==> config.mk <==
export PLATFORM = sky130hd
export DESIGN_NAME = ffha_datapath
export DESIGN_NICKNAME = d
export VERILOG_FILES = /design/src/hdl/ffha_pkg.sv /design/src/hdl/ffha_ram.sv /design/src/hdl/ffha_datapath.sv
export SDC_FILE = /design/constraint.sdc
export NUM_CORES = 2
export LEC_CHECK = 0
export ABC_AREA = 1
export BUFFER_PORTS_ARGS = -buffer_cell sky130_fd_sc_hd__buf_2
export CAP_MARGIN = 10
export CELL_PAD_IN_SITES_DETAIL_PLACEMENT = 1
export CELL_PAD_IN_SITES_GLOBAL_PLACEMENT = 2
export CORE_ASPECT_RATIO = 1.75
export CORE_UTILIZATION = 46
export DETAILED_ROUTE_END_ITERATION = 10
export PLACE_DENSITY_LB_ADDON = 0.1
export SYNTH_ARGS = -nofsm -noshare
export SYNTH_HDL_FRONTEND = slang
export SYNTH_SLANG_ARGS = --single-unit
==> constraint.sdc <==
create_clock -name clk -period 11.59 [get_ports clk]
set_input_delay 2.318 -clock clk [delete_from_list [all_inputs] [get_ports clk]]
set_output_delay 2.318 -clock clk [all_outputs]
set_load 0.005 [all_outputs]
==> src/hdl/ffha_pkg.sv <==
// Shared types and constants for the first-fit heap allocator.
// Used by the controller, the datapath, the top level and the checker.
package ffha_pkg;

    localparam int DEF_MAX_SEGMENTS = 64;
    localparam int DEF_BLOCK_BYTES  = 64;
    localparam int DEF_HEADER_BYTES = 24;
    localparam int DEF_OFFSET_BITS  = 24;

    localparam int FIELD_W  = 24;
    localparam int NEED_W   = FIELD_W + 2;
    localparam int COUNT_W  = 7;
    localparam int IN_W     = 56;
    localparam int OUT_W    = 40;
    localparam logic [COUNT_W-1:0] COUNT_MAX = 7'd127;
    localparam logic [FIELD_W-1:0] HEAP_RESET = 24'hFFFFFF;

    typedef enum logic [1:0] {
        ACT_ALLOC = 2'd0,
        ACT_FREE  = 2'd1,
        ACT_INIT  = 2'd2,
        ACT_NONE  = 2'd3
    } action_t;

    typedef enum logic [1:0] {
        ST_OK      = 2'd0,
        ST_NO_FIT  = 2'd1,
        ST_BAD_OFS = 2'd2,
        ST_FULL    = 2'd3
    } status_t;

    typedef enum logic [4:0] {
        OP_NONE,
        OP_LOAD,
        OP_INIT,
        OP_RD_IDX,
        OP_NEXT_IDX,
        OP_TAKE_CUR,
        OP_RD_P_M1,
        OP_WR_P_UP,
        OP_RD_P_P1,
        OP_WR_P_DN,
        OP_N_DEC,
        OP_WR_SPLIT,
        OP_WR_ALLOC,
        OP_RD_NEXT,
        OP_RD_PREV,
        OP_MERGE_NEXT,
        OP_WR_PREV,
        OP_WR_FREE,
        OP_FINISH
    } dp_op_t;

    typedef struct packed {
        logic    idle;
        dp_op_t  op;
        status_t st;
    } cmd_t;

    typedef struct packed {
        logic    fire;
        action_t act;
        logic    end_scan;
        logic    fit;
        logic    split;
        logic    full;
        logic    match;
        logic    hdr_bad;
        logic    next_exists;
        logic    prev_exists;
        logic    rd_used;
        logic    su_done;
        logic    sd_done;
    } sts_t;

endpackage

==> src/hdl/ffha_ram.sv <==
// Generic single-port-write, single-port-read RAM with registered read data.
// No dependencies.
module ffha_ram #(
    parameter int WIDTH = 8,
    parameter int DEPTH = 64
) (
    input  logic                             clk,
    input  logic                             we,
    input  logic [$clog2(DEPTH)-1:0]         waddr,
    input  logic [WIDTH-1:0]                 wdata,
    input  logic [$clog2(DEPTH)-1:0]         raddr,
    output logic [WIDTH-1:0]                 rdata
);
    logic [WIDTH-1:0] mem [DEPTH];

    always_ff @(posedge clk)
    begin
        if (we)
        begin
            mem[waddr] <= wdata;
        end
        rdata <= mem[raddr];
    end
endmodule

==> src/hdl/ffha_datapath.sv <==
// Datapath of the heap allocator: segment table memory, pointers, size rounding,
// result register and stream handshakes. Depends on ffha_pkg and ffha_ram.
// BLOCK_BYTES must be a power of two (unchecked); request sizes round up by mask.
module ffha_datapath #(
    parameter int MAX_SEGMENTS = ffha_pkg::DEF_MAX_SEGMENTS,
    parameter int BLOCK_BYTES  = ffha_pkg::DEF_BLOCK_BYTES,
    parameter int HEADER_BYTES = ffha_pkg::DEF_HEADER_BYTES,
    parameter int OFFSET_BITS  = ffha_pkg::DEF_OFFSET_BITS
) (
    input  logic                          clk,
    input  logic                          rst_n,
    input  ffha_pkg::cmd_t                cmd,
    output ffha_pkg::sts_t                sts,
    input  logic                          cfg_wr_en,
    input  logic [ffha_pkg::FIELD_W-1:0]  cfg_wr_data,
    input  logic                          s_tvalid,
    output logic                          s_tready,
    input  logic [ffha_pkg::IN_W-1:0]     s_tdata,
    output logic                          m_tvalid,
    input  logic                          m_tready,
    output logic [ffha_pkg::OUT_W-1:0]    m_tdata
);
    import ffha_pkg::*;

    localparam int AW  = (MAX_SEGMENTS > 1) ? $clog2(MAX_SEGMENTS) : 1;
    localparam int IW  = AW + 1;
    localparam int OB  = OFFSET_BITS;
    localparam int EW  = 2 * OB + 1;
    localparam int CW  = (OB > FIELD_W) ? OB : FIELD_W;
    localparam int MW  = (OB > NEED_W) ? OB : NEED_W;

    logic [FIELD_W-1:0] heap_reg;
    logic [IW-1:0]      n_reg, idx_reg, p_reg;
    logic [COUNT_W-1:0] count_reg;
    action_t            act_reg;
    logic [FIELD_W-1:0] addr_reg;
    logic [NEED_W-1:0]  need_reg;
    logic [OB-1:0]      cur_start_reg, cur_len_reg;
    logic               split_reg;
    logic               m_tvalid_reg;
    logic [OUT_W-1:0]   m_tdata_reg;

    logic               ram_we;
    logic [AW-1:0]      ram_waddr, ram_raddr;
    logic [EW-1:0]      ram_wdata, ram_rdata;
    logic [OB-1:0]      rd_start, rd_len;
    logic               rd_used;
    logic [IW-1:0]      idx_p1, idx_m1, p_p1, p_m1;
    logic [NEED_W-1:0]  sum_in, need_in;
    logic [MW-1:0]      len_m, need_m, diff_m;
    logic [FIELD_W-1:0] hdr;
    logic [CW-1:0]      addr_sum;
    logic [COUNT_W-1:0] count_new;
    logic [OB-1:0]      need_ob;

    ffha_ram #(
        .WIDTH(EW),
        .DEPTH(MAX_SEGMENTS)
    ) u_ram (
        .clk  (clk),
        .we   (ram_we),
        .waddr(ram_waddr),
        .wdata(ram_wdata),
        .raddr(ram_raddr),
        .rdata(ram_rdata)
    );

    assign rd_start  = ram_rdata[OB-1:0];
    assign rd_len    = ram_rdata[2*OB-1:OB];
    assign rd_used   = ram_rdata[2*OB];
    assign idx_p1    = idx_reg + IW'(1);
    assign idx_m1    = idx_reg - IW'(1);
    assign p_p1      = p_reg + IW'(1);
    assign p_m1      = p_reg - IW'(1);
    assign sum_in    = NEED_W'(s_tdata[25:2]) + NEED_W'(HEADER_BYTES);
    assign need_in   = (sum_in + NEED_W'(BLOCK_BYTES - 1)) & ~NEED_W'(BLOCK_BYTES - 1);
    assign len_m     = MW'(rd_len);
    assign need_m    = MW'(need_reg);
    assign diff_m    = len_m - need_m;
    assign hdr       = addr_reg - FIELD_W'(HEADER_BYTES);
    assign addr_sum  = CW'(cur_start_reg + OB'(HEADER_BYTES));
    assign need_ob   = OB'(need_reg);

    assign s_tready = cmd.idle && (!m_tvalid_reg || m_tready);
    assign m_tvalid = m_tvalid_reg;
    assign m_tdata  = m_tdata_reg;

    always_comb
    begin
        sts.fire        = cmd.idle && s_tvalid && s_tready;
        sts.act         = act_reg;
        sts.end_scan    = idx_reg == n_reg;
        sts.fit         = !rd_used && (len_m >= need_m);
        sts.split       = diff_m > MW'(HEADER_BYTES);
        sts.full        = n_reg == IW'(MAX_SEGMENTS);
        sts.match       = rd_used && (CW'(rd_start) == CW'(hdr));
        sts.hdr_bad     = addr_reg < FIELD_W'(HEADER_BYTES);
        sts.next_exists = idx_p1 < n_reg;
        sts.prev_exists = idx_reg != '0;
        sts.rd_used     = rd_used;
        sts.su_done     = p_reg == idx_p1;
        sts.sd_done     = p_p1 >= n_reg;
    end

    always_comb
    begin
        count_new = count_reg;
        if (cmd.st == ST_OK)
        begin
            if (act_reg == ACT_ALLOC && count_reg != COUNT_MAX)
            begin
                count_new = count_reg + COUNT_W'(1);
            end
            else if (act_reg == ACT_FREE && count_reg != '0)
            begin
                count_new = count_reg - COUNT_W'(1);
            end
        end
    end

    always_comb
    begin
        ram_we    = 1'b0;
        ram_waddr = idx_reg[AW-1:0];
        ram_wdata = ram_rdata;
        ram_raddr = idx_reg[AW-1:0];
        case (cmd.op)
            OP_RD_P_M1: ram_raddr = p_m1[AW-1:0];
            OP_RD_P_P1: ram_raddr = p_p1[AW-1:0];
            OP_RD_NEXT: ram_raddr = idx_p1[AW-1:0];
            OP_RD_PREV: ram_raddr = idx_m1[AW-1:0];
            OP_INIT:
            begin
                ram_we    = 1'b1;
                ram_waddr = '0;
                ram_wdata = {1'b0, OB'(heap_reg), OB'(0)};
            end
            OP_WR_P_UP, OP_WR_P_DN:
            begin
                ram_we    = 1'b1;
                ram_waddr = p_reg[AW-1:0];
            end
            OP_WR_SPLIT:
            begin
                ram_we    = 1'b1;
                ram_waddr = idx_p1[AW-1:0];
                ram_wdata = {1'b0, cur_len_reg - need_ob, cur_start_reg + need_ob};
            end
            OP_WR_ALLOC:
            begin
                ram_we    = 1'b1;
                ram_wdata = {1'b1, split_reg ? need_ob : cur_len_reg, cur_start_reg};
            end
            OP_WR_PREV:
            begin
                ram_we    = 1'b1;
                ram_waddr = idx_m1[AW-1:0];
                ram_wdata = {1'b0, rd_len + cur_len_reg, rd_start};
            end
            OP_WR_FREE:
            begin
                ram_we    = 1'b1;
                ram_wdata = {1'b0, cur_len_reg, cur_start_reg};
            end
            default:
            begin
                ram_we = 1'b0;
            end
        endcase
    end

    always_ff @(posedge clk or negedge rst_n)
    begin
        if (!rst_n)
        begin
            heap_reg     <= HEAP_RESET;
            n_reg        <= IW'(1);
            count_reg    <= '0;
            m_tvalid_reg <= 1'b0;
        end
        else
        begin
            if (cfg_wr_en)
            begin
                heap_reg <= cfg_wr_data;
            end
            if (m_tvalid_reg && m_tready)
            begin
                m_tvalid_reg <= 1'b0;
            end
            case (cmd.op)
                OP_INIT:
                begin
                    n_reg     <= IW'(1);
                    count_reg <= '0;
                end
                OP_N_DEC:    n_reg <= n_reg - IW'(1);
                OP_WR_SPLIT: n_reg <= n_reg + IW'(1);
                OP_FINISH:
                begin
                    count_reg    <= count_new;
                    m_tvalid_reg <= 1'b1;
                end
                default:
                begin
                    n_reg <= n_reg;
                end
            endcase
        end
    end

    always_ff @(posedge clk)
    begin
        case (cmd.op)
            OP_LOAD:
            begin
                act_reg  <= action_t'(s_tdata[1:0]);
                addr_reg <= s_tdata[49:26];
                need_reg <= need_in;
                idx_reg  <= '0;
            end
            OP_NEXT_IDX: idx_reg <= idx_p1;
            OP_TAKE_CUR:
            begin
                cur_start_reg <= rd_start;
                cur_len_reg   <= rd_len;
                split_reg     <= sts.split;
                p_reg         <= n_reg;
            end
            OP_WR_P_UP: p_reg <= p_m1;
            OP_WR_P_DN: p_reg <= p_p1;
            OP_MERGE_NEXT:
            begin
                cur_len_reg <= cur_len_reg + rd_len;
                p_reg       <= idx_p1;
            end
            OP_WR_PREV: p_reg <= idx_reg;
            OP_FINISH:
            begin
                m_tdata_reg <= {7'd0, count_new, cmd.st,
                    ((cmd.st == ST_OK) && (act_reg == ACT_ALLOC)) ? addr_sum[FIELD_W-1:0]
                                                                  : FIELD_W'(0)};
            end
            default:
            begin
                p_reg <= p_reg;
            end
        endcase
    end
endmodule

==> impl_metrics.py <==
metrics = {
    "clock_tree": {
        "post_cts_buffers": 0,
        "clk-insertion-delay-late_ps": 940,
        "hold_buffers": 0,
        "cts_tree": "built",
        "path_clk_slew_ps": 60,
        "cts_max_path_buffers": 4,
        "htree_levels": 5,
        "tritoncts.num_buffers": 328,
        "cts-root-buf": "clkbuf_16",
        "cts.repair.resized": 0,
        "clock-sinks": 3365,
    },
    "timing": {
        "fin_ws_ps": 4140,
        "min_period_ps": 7450,
        "drv_slew": 0,
        "relSlewSlack_pct": 11.7,
        "rsz0062_at_grt": "no",
        "hold_viol": 0,
        "fmax_ghz": 0.134,
        "hold_ws_ps": 500,
        "min_period_over_period_pct": 64.3,
        "worst_slew_pin_slew_ps": 1320,
        "setup-violations-final": 0,
        "timing.setup.tns_ps": 0,
        "skew_ps": 58.6,
    },
    "global_route": {
        "grtUsageTotal_pct": 30.5,
        "antenna_found_initial": 13,
        "grt_pass1_vias": 115217,
        "grt-ovfl-total": 0,
        "grt_max_degree": 209,
        "grt_pass1_wl_mm": 757,
    },
    "route": {
        "drc": 0,
        "viasPerCell": 5.86,
        "wirelength_mm": 519,
        "via_count": 109303,
        "drtIter0Drc": 8751,
        "wl_per_cell_um": 27.9,
        "drt_pass1_iterations": 8,
        "ant_nets": 0,
    },
    "run_status": {
        "status": "completed",
    },
    "logic_synthesis": {
        "synth_edf_count": 3277,
        "synth.avg_cell_area_um2": 10.8,
        "synth_cell_types": 59,
        "synth.area.top_cells": "edfxtp_1, nand3_1, nand3b_1",
        "syn_inst": 14194,
        "yosysTopAreaCell": "edfxtp_1",
        "ys.flop_type": "edfxtp_1",
        "yosysSeqAreaShare_pct": 65.6,
        "yosysWarnings": 0,
        "yosysTopAreaCellShare_pct": 64.3,
        "syn-cell-area_um2": 153000,
        "synth_seq_cells": 3365,
        "synth.most_common_cell": "edfxtp_1",
        "synthArstFlopShare_pct": 1.16,
        "synth_common_cells": "edfxtp_1, nand3_1, nand2_1",
    },
    "pwr": {
        "pwr-share-seq_pct": 50.7,
        "leakagePower_nw": 64.9,
        "pwr-share-comb_pct": 11.1,
        "power_switching_share_pct": 26.2,
        "intPower_mw": 20.6,
        "power_density_nw_per_um2": 165,
        "p_clk_share_pct": 38.2,
        "p_sw_mw": 7.33,
        "peakVddDrop_v": 0.000160,
    },
    "placed_design": {
        "dpl.hpwl_mm": 296,
        "place.gp.congestion": 0.918,
        "port_buffers": 135,
        "dp_slack_ps": 3140,
    },
    "setup_path": {
        "cp-end-kind": "flop",
        "cp_slowest_stage_delay_ps": 1150,
        "critPathRequiredTime_ps": 12120,
        "path_cells": "buf_2 -> inv_2 -> nand3_1 -> inv_1 -> nand2_1 -> buf_4 -> inv_1 -> buf_4 -> o21ai_0 -> o21ai_0 -> a21oi_1 -> inv_1 -> nor2_1 -> nand2_1 -> nor2_4 -> buf_4",
        "arrival_ps": 7990,
        "crit_path_top_delay_cell": "nor2_4",
        "cp_max_fo": 30,
        "worstSetupPathType": "in2reg",
        "critPathLaunchType": "primary input",
    },
    "floorplan": {
        "die_y_um": 765,
        "core_area_um2": 331000,
        "pin_count": 149,
        "rows": 279,
        "die_w_um": 438,
        "die_area_um2": 335000,
        "start_util_pct": 46.3,
    },
    "layout": {
        "largest_reg_flops": 3136,
        "syn_to_final_growth_pct": 10.4,
        "drive_above_1_share_pct": 7.28,
        "nets": 14227,
    },
    "min_path": {
        "hold_path.class": "reg2reg",
    },
    "flow_run": {
        "cap_violations": 0,
    },
}
==> power by group through the flow <==
stage               clock (mW)  combinational [mW]  sequential (mW)
floorplan                    0                1.78             14.4
global placement             0                2.98             14.4
CTS                       10.8                3.10             14.1
global route              11.2                3.35             14.2
detailed placement           0                3.09             14.4
finish                    10.7                3.09             14.2
==> critical path: cells and delay by family <==
family	cells	cell delay [ps]
simple gates	5	2620
buf+inv	8	2070
compound gates	3	860
==> cell usage in the layout (no fill, tap or decap), types with 11 or more instances in the layout <==
cell,n
buf_4,211
dfstp_2,25
clkbuf_16,337
bufinv_16,21
a21oi_4,17
nand3b_1,1220
buf_2,135
clkbuf_1,62
xor2_1,59
nand4_1,37
o211ai_1,11
o22ai_1,21
a21oi_1,146
clkbuf_8,13
inv_6,12
clkinvlp_4,13
dfxtp_1,49
a21o_1,14
edfxtp_1,3277
clkinv_2,56
or2_2,21
ha_1,104
clkinv_1,67
nor3_1,47
o21ai_0,147
xnor2_1,23
nand3_1,3202
a221oi_1,21
inv_1,1869
buf_12,36
dfrtp_1,14
nor2_1,422
nor2_4,75
nand2_1,2344
==> stage by stage <==
step	power (mW)	util (%)	cell area, um2	instances
detailed placement	17.5	48.0	159000	18050
CTS	28.1	51.1	169000	18636
global placement	17.4	48.0	159000	18050
global route	28.7	51.1	169000	18637
finish	27.9	51.1	169000	18644
floorplan	16.1	-	153000	14200
==> path summary, 6_finish.rpt <==
kind | cells after the start | slack [ps] | from | endpoint
min | 2 | 500 | heap_reg[8] | heap_reg[8]
max reg2reg | 10 | 5770 | idx_reg[0] | u_ram.mem[0][13]
max in group asynchronous | 2 | 9540 | rst_n | count_reg[3]
min in group asynchronous | 2 | 1490 | rst_n | n_reg[1]
min reg2reg | 2 | 500 | heap_reg[8] | heap_reg[8]
max | 16 | 4140 | cmd[6] | u_ram.mem[0][13]
==> cells by family after synthesis <==
family                   share of synthesized area (%)
AO/OA/AOI/OAI                                     1.77
XOR/XNOR                                         0.469
adder cells (fa/ha/maj)                          0.915
buffers and inverters                             7.23
flip-flops                                        65.6
multiplexers                                    0.0662
other                                          0.00245
AND/OR/NAND/NOR                                   24.0
==> area by class of cell <==
| type | count | area, um2 |
|---|---|---|
| diodes | 8 | 20.0 |
| clock buffers | 412 | 8840 |
| clock inverters | 174 | 1450 |
| fillers | 34841 | 162000 |
| inverters | 1881 | 7070 |
| multi-input cells | 8067 | 42700 |
| flip-flops and latches | 3365 | 100000 |
| well taps | 4355 | 5450 |
| repair buffers | 382 | 2980 |
==> layer usage <==
layer	track usage [%]	share of wire (%)
met5	0	0
met4	12.7	4.4
met3	3.10	4.8
met2	55.8	52
met1	36.4	38
Power figures use the tool's default switching activity.
