**src/hdl/ffha_pkg.sv**
```systemverilog
// Shared types and constants for the first-fit heap allocator.
// Used by the controller, the datapath, the top level and the checker.
package ffha_pkg;

    localparam int DEF_MAX_SEGMENTS = 64;
    localparam int DEF_BLOCK_BYTES  = 64;
    localparam int DEF_HEADER_BYTES = 24;
    localparam int DEF_OFFSET_BITS  = 24;

    localparam int FIELD_W  = 24;
    localparam int NEED_W   = FIELD_W + 2;
    localparam int COUNT_W  = 7;
    localparam int IN_W     = 56;
    localparam int OUT_W    = 40;
    localparam logic [COUNT_W-1:0] COUNT_MAX = 7'd127;
    localparam logic [FIELD_W-1:0] HEAP_RESET = 24'hFFFFFF;

    typedef enum logic [1:0] {
        ACT_ALLOC = 2'd0,
        ACT_FREE  = 2'd1,
        ACT_INIT  = 2'd2,
        ACT_NONE  = 2'd3
    } action_t;

    typedef enum logic [1:0] {
        ST_OK      = 2'd0,
        ST_NO_FIT  = 2'd1,
        ST_BAD_OFS = 2'd2,
        ST_FULL    = 2'd3
    } status_t;

    typedef enum logic [4:0] {
        OP_NONE,
        OP_LOAD,
        OP_INIT,
        OP_RD_IDX,
        OP_NEXT_IDX,
        OP_TAKE_CUR,
        OP_RD_P_M1,
        OP_WR_P_UP,
        OP_RD_P_P1,
        OP_WR_P_DN,
        OP_N_DEC,
        OP_WR_SPLIT,
        OP_WR_ALLOC,
        OP_RD_NEXT,
        OP_RD_PREV,
        OP_MERGE_NEXT,
        OP_WR_PREV,
        OP_WR_FREE,
        OP_FINISH
    } dp_op_t;

    typedef struct packed {
        logic    idle;
        dp_op_t  op;
        status_t st;
    } cmd_t;

    typedef struct packed {
        logic    fire;
        action_t act;
        logic    end_scan;
        logic    fit;
        logic    split;
        logic    full;
        logic    match;
        logic    hdr_bad;
        logic    next_exists;
        logic    prev_exists;
        logic    rd_used;
        logic    su_done;
        logic    sd_done;
    } sts_t;

endpackage

```
**src/hdl/ffha_ctrl.sv**
```systemverilog
// Controller state machine of the heap allocator.
// Depends on ffha_pkg; drives commands to ffha_datapath and reads its status.
module ffha_ctrl (
    input  logic          clk,
    input  logic          rst_n,
    input  ffha_pkg::sts_t sts,
    output ffha_pkg::cmd_t cmd
);
    import ffha_pkg::*;

    typedef enum logic [20:0] {
        S_BOOT   = 21'd1 << 0,
        S_IDLE   = 21'd1 << 1,
        S_DISP   = 21'd1 << 2,
        S_INIT   = 21'd1 << 3,
        S_A_RD   = 21'd1 << 4,
        S_A_CHK  = 21'd1 << 5,
        S_SU_RD  = 21'd1 << 6,
        S_SU_WR  = 21'd1 << 7,
        S_A_WS   = 21'd1 << 8,
        S_A_WA   = 21'd1 << 9,
        S_F_RD   = 21'd1 << 10,
        S_F_CHK  = 21'd1 << 11,
        S_FN_RD  = 21'd1 << 12,
        S_FN_CHK = 21'd1 << 13,
        S_FP_RD  = 21'd1 << 14,
        S_FP_CHK = 21'd1 << 15,
        S_F_WF   = 21'd1 << 16,
        S_SD_RD  = 21'd1 << 17,
        S_SD_WR  = 21'd1 << 18,
        S_SD_END = 21'd1 << 19,
        S_FIN_OK = 21'd1 << 20
    } state_t;

    state_t state_reg, state_next;
    state_t ret_reg, ret_next;

    always_ff @(posedge clk or negedge rst_n)
    begin
        if (!rst_n)
        begin
            state_reg <= S_BOOT;
            ret_reg   <= S_FIN_OK;
        end
        else
        begin
            state_reg <= state_next;
            ret_reg   <= ret_next;
        end
    end

    always_comb
    begin
        state_next = state_reg;
        ret_next   = ret_reg;
        cmd.idle   = 1'b0;
        cmd.op     = OP_NONE;
        cmd.st     = ST_OK;
        unique case (state_reg)
            S_BOOT:
            begin
                cmd.op     = OP_INIT;
                state_next = S_IDLE;
            end
            S_IDLE:
            begin
                cmd.idle = 1'b1;
                if (sts.fire)
                begin
                    cmd.op     = OP_LOAD;
                    state_next = S_DISP;
                end
            end
            S_DISP:
            begin
                case (sts.act)
                    ACT_ALLOC: state_next = S_A_RD;
                    ACT_FREE:
                    begin
                        if (sts.hdr_bad)
                        begin
                            cmd.op     = OP_FINISH;
                            cmd.st     = ST_BAD_OFS;
                            state_next = S_IDLE;
                        end
                        else
                        begin
                            state_next = S_F_RD;
                        end
                    end
                    ACT_INIT: state_next = S_INIT;
                    default:
                    begin
                        cmd.op     = OP_FINISH;
                        cmd.st     = ST_BAD_OFS;
                        state_next = S_IDLE;
                    end
                endcase
            end
            S_INIT:
            begin
                cmd.op     = OP_INIT;
                state_next = S_FIN_OK;
            end
            S_A_RD:
            begin
                if (sts.end_scan)
                begin
                    cmd.op     = OP_FINISH;
                    cmd.st     = ST_NO_FIT;
                    state_next = S_IDLE;
                end
                else
                begin
                    cmd.op     = OP_RD_IDX;
                    state_next = S_A_CHK;
                end
            end
            S_A_CHK:
            begin
                if (!sts.fit)
                begin
                    cmd.op     = OP_NEXT_IDX;
                    state_next = S_A_RD;
                end
                else if (sts.split && sts.full)
                begin
                    cmd.op     = OP_FINISH;
                    cmd.st     = ST_FULL;
                    state_next = S_IDLE;
                end
                else
                begin
                    cmd.op     = OP_TAKE_CUR;
                    state_next = sts.split ? S_SU_RD : S_A_WA;
                end
            end
            S_SU_RD:
            begin
                if (sts.su_done)
                begin
                    state_next = S_A_WS;
                end
                else
                begin
                    cmd.op     = OP_RD_P_M1;
                    state_next = S_SU_WR;
                end
            end
            S_SU_WR:
            begin
                cmd.op     = OP_WR_P_UP;
                state_next = S_SU_RD;
            end
            S_A_WS:
            begin
                cmd.op     = OP_WR_SPLIT;
                state_next = S_A_WA;
            end
            S_A_WA:
            begin
                cmd.op     = OP_WR_ALLOC;
                state_next = S_FIN_OK;
            end
            S_F_RD:
            begin
                if (sts.end_scan)
                begin
                    cmd.op     = OP_FINISH;
                    cmd.st     = ST_BAD_OFS;
                    state_next = S_IDLE;
                end
                else
                begin
                    cmd.op     = OP_RD_IDX;
                    state_next = S_F_CHK;
                end
            end
            S_F_CHK:
            begin
                if (sts.match)
                begin
                    cmd.op     = OP_TAKE_CUR;
                    state_next = S_FN_RD;
                end
                else
                begin
                    cmd.op     = OP_NEXT_IDX;
                    state_next = S_F_RD;
                end
            end
            S_FN_RD:
            begin
                if (sts.next_exists)
                begin
                    cmd.op     = OP_RD_NEXT;
                    state_next = S_FN_CHK;
                end
                else
                begin
                    state_next = S_FP_RD;
                end
            end
            S_FN_CHK:
            begin
                if (!sts.rd_used)
                begin
                    cmd.op     = OP_MERGE_NEXT;
                    ret_next   = S_FP_RD;
                    state_next = S_SD_RD;
                end
                else
                begin
                    state_next = S_FP_RD;
                end
            end
            S_FP_RD:
            begin
                if (sts.prev_exists)
                begin
                    cmd.op     = OP_RD_PREV;
                    state_next = S_FP_CHK;
                end
                else
                begin
                    state_next = S_F_WF;
                end
            end
            S_FP_CHK:
            begin
                if (!sts.rd_used)
                begin
                    cmd.op     = OP_WR_PREV;
                    ret_next   = S_FIN_OK;
                    state_next = S_SD_RD;
                end
                else
                begin
                    state_next = S_F_WF;
                end
            end
            S_F_WF:
            begin
                cmd.op     = OP_WR_FREE;
                state_next = S_FIN_OK;
            end
            S_SD_RD:
            begin
                if (sts.sd_done)
                begin
                    state_next = S_SD_END;
                end
                else
                begin
                    cmd.op     = OP_RD_P_P1;
                    state_next = S_SD_WR;
                end
            end
            S_SD_WR:
            begin
                cmd.op     = OP_WR_P_DN;
                state_next = S_SD_RD;
            end
            S_SD_END:
            begin
                cmd.op     = OP_N_DEC;
                state_next = ret_reg;
            end
            S_FIN_OK:
            begin
                cmd.op     = OP_FINISH;
                cmd.st     = ST_OK;
                state_next = S_IDLE;
            end
            default:
            begin
                state_next = S_IDLE;
            end
        endcase
    end
endmodule

```
**config.mk**
```make
export PLATFORM = sky130hd
export DESIGN_NAME = ffha_ctrl
export DESIGN_NICKNAME = d
export VERILOG_FILES = /design/src/hdl/ffha_pkg.sv /design/src/hdl/ffha_ctrl.sv
export SDC_FILE = /design/constraint.sdc
export NUM_CORES = 1
export LEC_CHECK = 0
export CAP_MARGIN = 10
export CORE_AREA = 4 4 61 63
export DETAILED_ROUTE_END_ITERATION = 12
export DIE_AREA = 0 0 65 67
export DONT_BUFFER_PORTS = 1
export GPL_TIMING_DRIVEN = 0
export SLEW_MARGIN = 20
export SYNTH_ARGS = -nofsm -noshare
export SYNTH_HDL_FRONTEND = slang
export SYNTH_SLANG_ARGS = --single-unit
```
**constraint.sdc**
```tcl
create_clock -name clk -period 3.1 [get_ports clk]
set_clock_uncertainty 0.05 [all_clocks]
set_input_delay 0.31 -clock clk [delete_from_list [all_inputs] [get_ports clk]]
set_output_delay 0.31 -clock clk [all_outputs]
set_load 0.01 [all_outputs]
```
==> flow_summary_export.csv, run 1 <==
group,metric,value,unit
run_status,status,"complete, no violations",
worst_setup_path,r2r_end,"state_reg[1]",
sta,fmax,342,MHz
route,drt-met1-wl,1780,um
place,dpl_cell_area,1640,um2
hold_path,min_to,"state_reg[19]",
route,wl_met2,1900,um
worst_setup_path,worstPathBufferInverterCount,1,
hold_path,worstHoldPathCells,2,
power,vdd_ir_drop_max,0.183,mV
synthesis,synth_top_area_share,0.332,
route,wire_per_inst,17.2,um
worst_setup_path,endpoint_kind,"primary output",
route,drt_first_iter_violations,93,
route,postRouteAntennaNets,0,
worst_setup_path,crit_type,"reg2out",
route,drc,0,
synthesis,synth_area_leader_cell,"dfrtp_1",
worst_setup_path,worst_ep_arrival_time,2570,ps
finish,nets,203,
global_routing,overflow,0,
sta,finalCritPeriodShare,0.944,
clock_tree,cts_inserted_buffers,3,
global_routing,grt_pass1_wl,6340,um
synthesis,synth.area.top_cells,"dfrtp_1 33%, nor2_1 6.2%, nor4_4 5.4%",
die,die_area,4360,um2
synthesis,async_flop_share,1.00,
clock_tree,cts_buffer_depth,2,
worst_setup_path,r2r-start,"state_reg[12]",
finish,drive_gt1_frac,0.145,
place,routabilityCongestion,0.950,
global_routing,grt_pass1_vias,1360,
sta,layout_min_cycle_time,2930,ps
die,die_h,67,um
synthesis,synth_warnings,0,
synthesis,syn-cell-area,1580,um2
sta,tightest_slew,605,ps
route,first_pass_iters,4,
power,powerDensity,310,nW/um2
clock_tree,cts.clk_slew.worst_paths,140,ps
clock_tree,post-cts-setup-buffers,0,
clock_tree,cts_tree,"yes",
synthesis,synth-edff-count,0,
die,chipWidth,65,um
place,io_buffers,0,
worst_setup_path,path_delay_family,"simple AND/OR/NAND/NOR gates",
hold_path,min_path_type,"in2reg",
die,pin_count,24,
clock_tree,clk_latency,320,ps
finish,largest_register_ffs,21,
route,via_per_inst,6.19,
worst_setup_path,r2r_cells,5,
global_routing,antenna_found_initial,0,
run,max-cap-violations,0,
route,drt-total-wl,3990,um
die,core_area,3230,um2
synthesis,yosysSeqAreaShare,0.366,
worst_setup_path,path_cells,"nor4_4 > nand4_1 > clkbuf_1 > nor3_1 > nor2_1 > nand4b_1",
synthesis,synth-main-ff-cell,"dfrtp_1",
clock_tree,clkSinkCount,23,
finish,fin_area,1730,um2
power,leakage,0.000711,uW
clock_tree,cts_htree_levels,1,
sta,tns,0,ps
route,wl_met3,259,um
synthesis,ys_seq_elements,23,
worst_setup_path,critical_path_required,2740,ps
worst_setup_path,start_kind,"flop",
synthesis,synth_fp_nets,193,
global_routing,grtUsageTotal,0.191,
die,placementRows,21,
global_routing,grt_max_degree,24,
sta,finalMaxSlewViolations,0,
route,maxUsedRoutingLayer,"met4",
sta,hold_viol,0,
hold_path,worstHoldStart,"sts[0]",
synthesis,syn_area_per_cell,8.94,um2
sta,max-slew-margin-rel,0.594,
finish,areaGrowthSynthToFinish,9.10,%
route,routed-via-count,1435,
worst_setup_path,critical_path.max_fanout,10,
synthesis,yosysUniqueCellTypes,47,
worst_setup_path,critPathMaxStageDelay,490,ps
place,dp_hpwl,3090,um
synthesis,synth_cells,177,
finish,antennaDiodeCount,0,
sta,grt_setup_unrepaired,"no",
die,initial_core_util,0.489,
worst_setup_path,timing.critical_path.slowest_stage_cell,"dfrtp_1",
sta,setup_viol,0,
worst_setup_path,r2r_slack,640,ps
clock_tree,clockRootBuffer,"clkbuf_4",
-- where the power goes --
group,switching (uW),internal (uW)
sequential,8.60,305
clock,98.1,48.3
combinational,47.0,27.2
total,154,380
-- routing by layer --
metal,vias to the layer above,global-route usage
met5,-,0
met4,0,0.0554
met3,7,0.0388
met2,49,0.321
met1,683,0.247
li1,696,-
-- worst max-delay path by stage --
stage	start	end	slack (ps)	cells past startpoint
after floorplan	state_reg[12]	cmd[2]	850	5
after detailed placement	state_reg[19]	cmd[2]	440	6
after CTS	state_reg[19]	cmd[2]	60	6
after global placement	state_reg[19]	cmd[3]	420	6
after global routing	state_reg[15]	cmd[1]	5	7
final	state_reg[12]	cmd[3]	170	6
-- cells in the final DEF (no fill, tap or decap), drive strengths merged, types with 2 or more instances in the layout --
| cell type | synthesis | final |
|---|---|---|
| or4b | 2 | 2 |
| buf | 2 | 3 |
| inv | 9 | 9 |
| nor4 | 12 | 12 |
| nand4 | 11 | 11 |
| or2 | 5 | 5 |
| o21ai | 5 | 5 |
| nor2 | 26 | 26 |
| dfstp | 2 | 2 |
| nand2b | 4 | 4 |
| a2111oi | 2 | 2 |
| dfrtp | 21 | 21 |
| and2 | 2 | 2 |
| o22ai | 5 | 5 |
| nor3b | 2 | 2 |
| nor4b | 4 | 4 |
| nand3b | 3 | 3 |
| o32ai | 3 | 3 |
| dlygate4sd3 | 0 | 4 |
| xor2 | 5 | 5 |
| nand3 | 5 | 5 |
| clkbuf | 1 | 4 |
| nand2 | 14 | 14 |
| nand4b | 6 | 6 |
| nor3 | 8 | 8 |
-- Yosys cell counts (2+ instances only) --
cell and instances:
nand3_1 5, nand4b_1 6, nor4_4 4, inv_1 9, buf_2 2, o32ai_1 3, nor4b_1 4, and2_1 2
a2111oi_0 2, or2_2 5, nor4_2 2, nor3_1 7, nor3b_1 2, dfrtp_1 21, nor4_1 6, o22ai_1 5
nor2_1 26, o21ai_0 5, nand2_1 14, dfstp_2 2, xor2_1 5, nand3b_1 3, nand4_1 10, nand2b_1 4
-- cell families (layout without fill, tap and decap cells) --
family / count (synthesis) / count (layout) / synth area share
DFF: 23 / 23 / 0.366
other: 1 / 1 / 0.00237
xor gates and xnor gates: 6 / 6 / 0.0332
and+or+nand+nor: 108 / 108 / 0.441
AOI/OAI and AO/OA: 27 / 27 / 0.128
buffers and inverters: 12 / 21 / 0.0301
-- metrics by stage --
step | utilization | total power, uW | hold slack [ps] | cells | worst slack (ps)
4_1_cts | 0.528 | 534 | 17.8 | 231 | 57.5
3_5_place_dp | 0.507 | 380 | -34.9 | 223 | 436
5_1_grt | 0.534 | 559 | 6.83 | 232 | 5.03
6_report | 0.534 | 534 | 23.9 | 232 | 175
2_1_floorplan | - | 367 | -35.6 | 177 | 854
3_3_place_gp | 0.507 | 381 | -35.0 | 223 | 421
-- cell type report --
cell class,instances,area [um2]
multi-input combinational,142,970
buffer,3,13.8
fill,319,1510
tap,46,57.6
timing repair buffer,5,45.0
inverter,9,33.8
clock buffer,3,22.5
clock inverter,1,5.00
sequential,23,578
-- timing repair --
action,4_1_cts,5_1_grt
gates resized for setup,0,3
endpoints found under the setup margin,0,5
hold buffers,4,1
endpoints found under the hold margin,27,21
(Power assumes the default switching activity.)
==> run 2, diff against run 1 <==
--- a/config.mk
+++ b/config.mk
@@ -5,12 +5,13 @@
 export SDC_FILE = /design/constraint.sdc
 export NUM_CORES = 1
 export LEC_CHECK = 0
+export BUFFER_PORTS_ARGS = -buffer_cell sky130_fd_sc_hd__clkbuf_2
 export CAP_MARGIN = 10
-export CORE_AREA = 4 4 61 63
+export CORE_AREA = 4 4 45 86
 export DETAILED_ROUTE_END_ITERATION = 12
-export DIE_AREA = 0 0 65 67
-export DONT_BUFFER_PORTS = 1
+export DIE_AREA = 0 0 49 90
 export GPL_TIMING_DRIVEN = 0
+export PLACE_DENSITY = 0.7
 export SLEW_MARGIN = 20
 export SYNTH_ARGS = -nofsm -noshare
 export SYNTH_HDL_FRONTEND = slang
==> flow_summary_export.csv, run 2 (same netlist as run 1, synthesis figures left out) <==
group,metric,value,unit
die,placementRows,29,
route,wire_per_inst,18.0,um
global_routing,grt_max_degree,24,
finish,areaGrowthSynthToFinish,15.3,%
route,drt_first_iter_violations,75,
finish,antennaDiodeCount,0,
die,die_h,90,um
sta,fmax,343,MHz
worst_setup_path,crit_type,"reg2out",
die,pin_count,24,
route,drt-total-wl,4290,um
worst_setup_path,endpoint_kind,"primary output",
clock_tree,cts_buffer_depth,2,
route,postRouteAntennaNets,0,
clock_tree,clockRootBuffer,"clkbuf_8",
worst_setup_path,start_kind,"flop",
clock_tree,cts_inserted_buffers,3,
sta,finalMaxSlewViolations,0,
worst_setup_path,r2r-start,"state_reg[4]",
place,routabilityCongestion,0.961,
power,power,592,uW
hold_path,min_to,"state_reg[18]",
die,core_area,3190,um2
worst_setup_path,r2r_slack,790,ps
worst_setup_path,r2r_end,"state_reg[1]",
finish,largest_register_ffs,21,
worst_setup_path,r2r_cells,5,
power,powerDensity,325,nW/um2
place,dp_hpwl,3400,um
clock_tree,cts_htree_levels,1,
finish,mostFrequentLayoutCell,"nor2_1",
sta,tns,0,ps
hold_path,min_path_type,"in2reg",
clock_tree,cts_tree,"yes",
place,io_buffers,23,
sta,max-slew-margin-rel,0.608,
sta,hold_viol,0,
clock_tree,clkSinkCount,23,
worst_setup_path,critical_path_required,2740,ps
clock_tree,clk_latency,270,ps
global_routing,grt_pass1_wl,7160,um
power,leakage,0.000807,uW
global_routing,grtUsageTotal,0.205,
sta,finalCritPeriodShare,0.941,
finish,layout_common_cells,"24 x nor2_1, 23 x clkbuf_2, 21 x dfrtp_1",
route,drc,0,
run,max-cap-violations,0,
global_routing,overflow,0,
run_status,status,"complete, no violations",
sta,tightest_slew,583,ps
global_routing,antenna_found_initial,0,
global_routing,grt_pass1_vias,1518,
hold_path,worstHoldStart,"sts[0]",
route,via_per_inst,6.49,
worst_setup_path,critical_path.max_fanout,10,
hold_path,worstHoldPathCells,2,
worst_setup_path,worst_ep_arrival_time,2560,ps
die,chipWidth,49,um
clock_tree,cts.clk_slew.worst_paths,80,ps
power,vdd_ir_drop_max,0.260,mV
sta,layout_min_cycle_time,2920,ps
die,die_area,4410,um2
route,routed-via-count,1544,
finish,nets,224,
die,initial_core_util,0.495,
route,first_pass_iters,4,
finish,drive_gt1_frac,0.246,
sta,grt_setup_unrepaired,"no",
sta,setup_viol,0,
run 2: area by class of cell:
type	count	area, um2
plain buffers	3	13.8
clock buffers	4	45.0
fillers	315	1370
inverters	9	33.8
multi-input cells	142	973
flip-flops and latches	23	578
well taps	31	38.8
repair buffers	26	140
run 2: how the worst max path moves through the flow:
| stage | start | endpoint | cells past startpoint |
|---|---|---|---|
| 3_3_place_gp | state_reg[19] | cmd[3] | 7 |
| 3_5_place_dp | state_reg[19] | cmd[3] | 7 |
| 5_1_grt | state_reg[15] | cmd[3] | 8 |
| 6_report | state_reg[4] | cmd[3] | 6 |
| 2_1_floorplan | state_reg[12] | cmd[2] | 5 |
| 4_1_cts | state_reg[19] | cmd[3] | 7 |
run 2: worst max-delay path, cell delays in order (launching register included):
cell       delay (ps)
dfrtp_1           460
nor4_4            600
nand4_1           270
nor3_1            440
a2111oi_0         210
nand4b_1          160
clkbuf_2          140
run 2: timing repair:
item	CTS	global route
hold buffers	1	0
pin swaps	0	2
setup endpoints to repair	2	6
setup buffers	0	2
endpoints found under the hold margin	4	0
gates resized for setup	1	3
run 2: layer usage:
metal | GRT usage | wire length [um] | vias to the layer above
li1 | - | - | 730
met1 | 0.223 | 1540 | 723
met2 | 0.359 | 2260 | 72
met3 | 0.0281 | 268 | 19
met4 | 0.126 | 223 | 0
met5 | 0 | 0 | -
run 2: where the power goes:
part / total (uW) / leakage (uW) / internal (uW) / switching [uW]
registers: 314 / 0.000310 / 305 / 9.27
clock network: 188 / 0.0000228 / 92.0 / 95.9
logic: 90.5 / 0.000474 / 35.4 / 55.1
total: 592 / 0.000807 / 432 / 160
run 2: stage by stage:
step | instances | hold slack (ps) | utilization | setup slack, ps | area [um2]
after floorplan | 177 | -35.6 | - | 854 | 1580
after global placement | 231 | 280 | 0.543 | 194 | 1740
after detailed placement | 231 | 284 | 0.543 | 165 | 1740
after CTS | 236 | 166 | 0.563 | 95.2 | 1800
after global routing | 238 | 173 | 0.571 | 13.4 | 1820
final | 238 | 165 | 0.571 | 182 | 1820
==> run 3, diff against run 2 <==
--- a/config.mk
+++ b/config.mk
@@ -12,6 +12,7 @@
 export DIE_AREA = 0 0 49 90
 export GPL_TIMING_DRIVEN = 0
 export PLACE_DENSITY = 0.7
+export RECOVER_POWER = 25
 export SLEW_MARGIN = 20
 export SYNTH_ARGS = -nofsm -noshare
 export SYNTH_HDL_FRONTEND = slang
==> flow_summary_export.csv, run 3 (same netlist as run 1, synthesis figures left out) <==
group,metric,value,unit
run_status,status,"complete, no violations",
die,pin_count,24,
clock_tree,clk_latency,270,ps
place,dp_hpwl,3400,um
worst_setup_path,critical_path_required,2740,ps
worst_setup_path,worst_ep_arrival_time,2540,ps
power,leakage,0.000804,uW
finish,drive_gt1_frac,0.242,
sta,setup_viol,0,
finish,stdcell_count,238,
sta,max-slew-margin-rel,0.156,
route,postRouteAntennaNets,0,
sta,fmax,344,MHz
hold_path,min_path_type,"in2reg",
sta,hold_viol,0,
finish,areaGrowthSynthToFinish,15.2,%
sta,tightest_slew,1270,ps
global_routing,grt_busiest_layer,"met2",
finish,antennaDiodeCount,0,
global_routing,antenna_found_initial,0,
worst_setup_path,timing.critical_path.slowest_stage_cell,"dfrtp_1",
sta,layout_min_cycle_time,2900,ps
worst_setup_path,crit_type,"reg2out",
run,max-cap-violations,0,
worst_setup_path,start_kind,"flop",
global_routing,grt_pass1_wl,7160,um
die,chipWidth,49,um
worst_setup_path,path_cells,"nor4_4 > nand4_1 > buf_4 > nor3_1 > a222oi_1 > nand4b_1 > clkbuf_2",
power,powerDensity,324,nW/um2
global_routing,grt_max_degree,24,
die,die_area,4410,um2
power,vdd_ir_drop_max,0.259,mV
worst_setup_path,r2r_slack,810,ps
global_routing,grt_pass1_vias,1518,
global_routing,grt_use_met3,0.0281,
clock_tree,cts_htree_levels,1,
clock_tree,cts_tree,"yes",
place,place_inst,231,
global_routing,grtUsageTotal,0.205,
die,die_h,90,um
clock_tree,clkSinkCount,23,
die,initial_core_util,0.495,
finish,mostFrequentLayoutCell,"nor2_1",
global_routing,grtUsageMet2,0.359,
route,drc,0,
clock_tree,cts_buffer_depth,2,
finish,nets,224,
route,wire_per_inst,18.0,um
clock_tree,cts.clk_slew.worst_paths,80,ps
sta,timing.hold.ws,167,ps
sta,finalMaxSlewViolations,0,
clock_tree,cts_inserted_buffers,3,
place,io_buffers,23,
sta,finalCritPeriodShare,0.936,
sta,tns,0,ps
route,first_pass_iters,4,
route,drt_first_iter_violations,74,
worst_setup_path,critPathMaxStageDelay,470,ps
die,core_area,3190,um2
die,placementRows,29,
sta,grt_setup_unrepaired,"no",
finish,layout_common_cells,"24 x nor2_1, 22 x clkbuf_2, 21 x dfrtp_1",
global_routing,overflow,0,
route,drt-total-wl,4270,um
global_routing,use_met1,0.223,
worst_setup_path,critical_path.max_fanout,7,
worst_setup_path,endpoint_kind,"primary output",
route,routed-via-count,1551,
finish,largest_register_ffs,21,
place,routabilityCongestion,0.961,
clock_tree,clockRootBuffer,"clkbuf_8",
route,via_per_inst,6.52,
## run 3: cell count changes in the layout (fill, tap and decap cells not counted)
cell and delta:
clkbuf_1 +1, clkbuf_2 -1
## run 3: routing by layer
| metal | part of all wire | vias to the layer above |
|---|---|---|
| met5 | 0 | - |
| met4 | 0.052 | 0 |
| met3 | 0.062 | 19 |
| met2 | 0.53 | 74 |
| met1 | 0.36 | 726 |
| li1 | - | 732 |
## run 3: final timing paths
check / startpoint / to / cells past startpoint
min in group asynchronous: rst_n / state_reg[20] / 2
max reg2reg: state_reg[12] / state_reg[1] / 5
min reg2reg: ret_reg[20] / ret_reg[20] / 2
max: state_reg[12] / cmd[2] / 7
min: sts[0] / state_reg[18] / 2
max in group asynchronous: rst_n / state_reg[18] / 2
## run 3: area by class of cell
type                    count  area [um2]
well taps                  31        38.8
inverters                   9        33.8
flip-flops and latches     23         578
fillers                   316        1370
multi-input cells         142         973
repair buffers             26         139
clock buffers               4        45.0
plain buffers               3        13.8
## run 3: timing repair
item / in CTS / in global routing
setup endpoints to repair: 2 / 6
hold buffers: 1 / 0
endpoints found under the hold margin: 4 / 0
pin swaps: 0 / 2
buffers inserted: 0 / 2
resized for setup: 1 / 3
## run 3: where the power goes
| group | switching (uW) | internal, uW |
|---|---|---|
| registers | 9.25 | 305 |
| clock network | 94.3 | 91.9 |
| logic | 55.0 | 35.2 |
| total | 159 | 432 |
## run 3: metrics by stage
stage / util / power (uW) / area, um2 / worst slack [ps]
after global placement: 0.543 / 403 / 1740 / 194
after global routing: 0.571 / 620 / 1820 / 13.4
after floorplan: - / 367 / 1580 / 854
final: 0.571 / 590 / 1820 / 197
after CTS: 0.563 / 592 / 1800 / 95.2
after detailed placement: 0.543 / 405 / 1740 / 165
## run 3: critical path: cells and delay by family (launching register included)
family	cells	cell delay, ps
AOI/OAI and AO/OA	1	200
buffers and inverters	2	380
DFF	1	470
and+or+nand+nor	4	1230
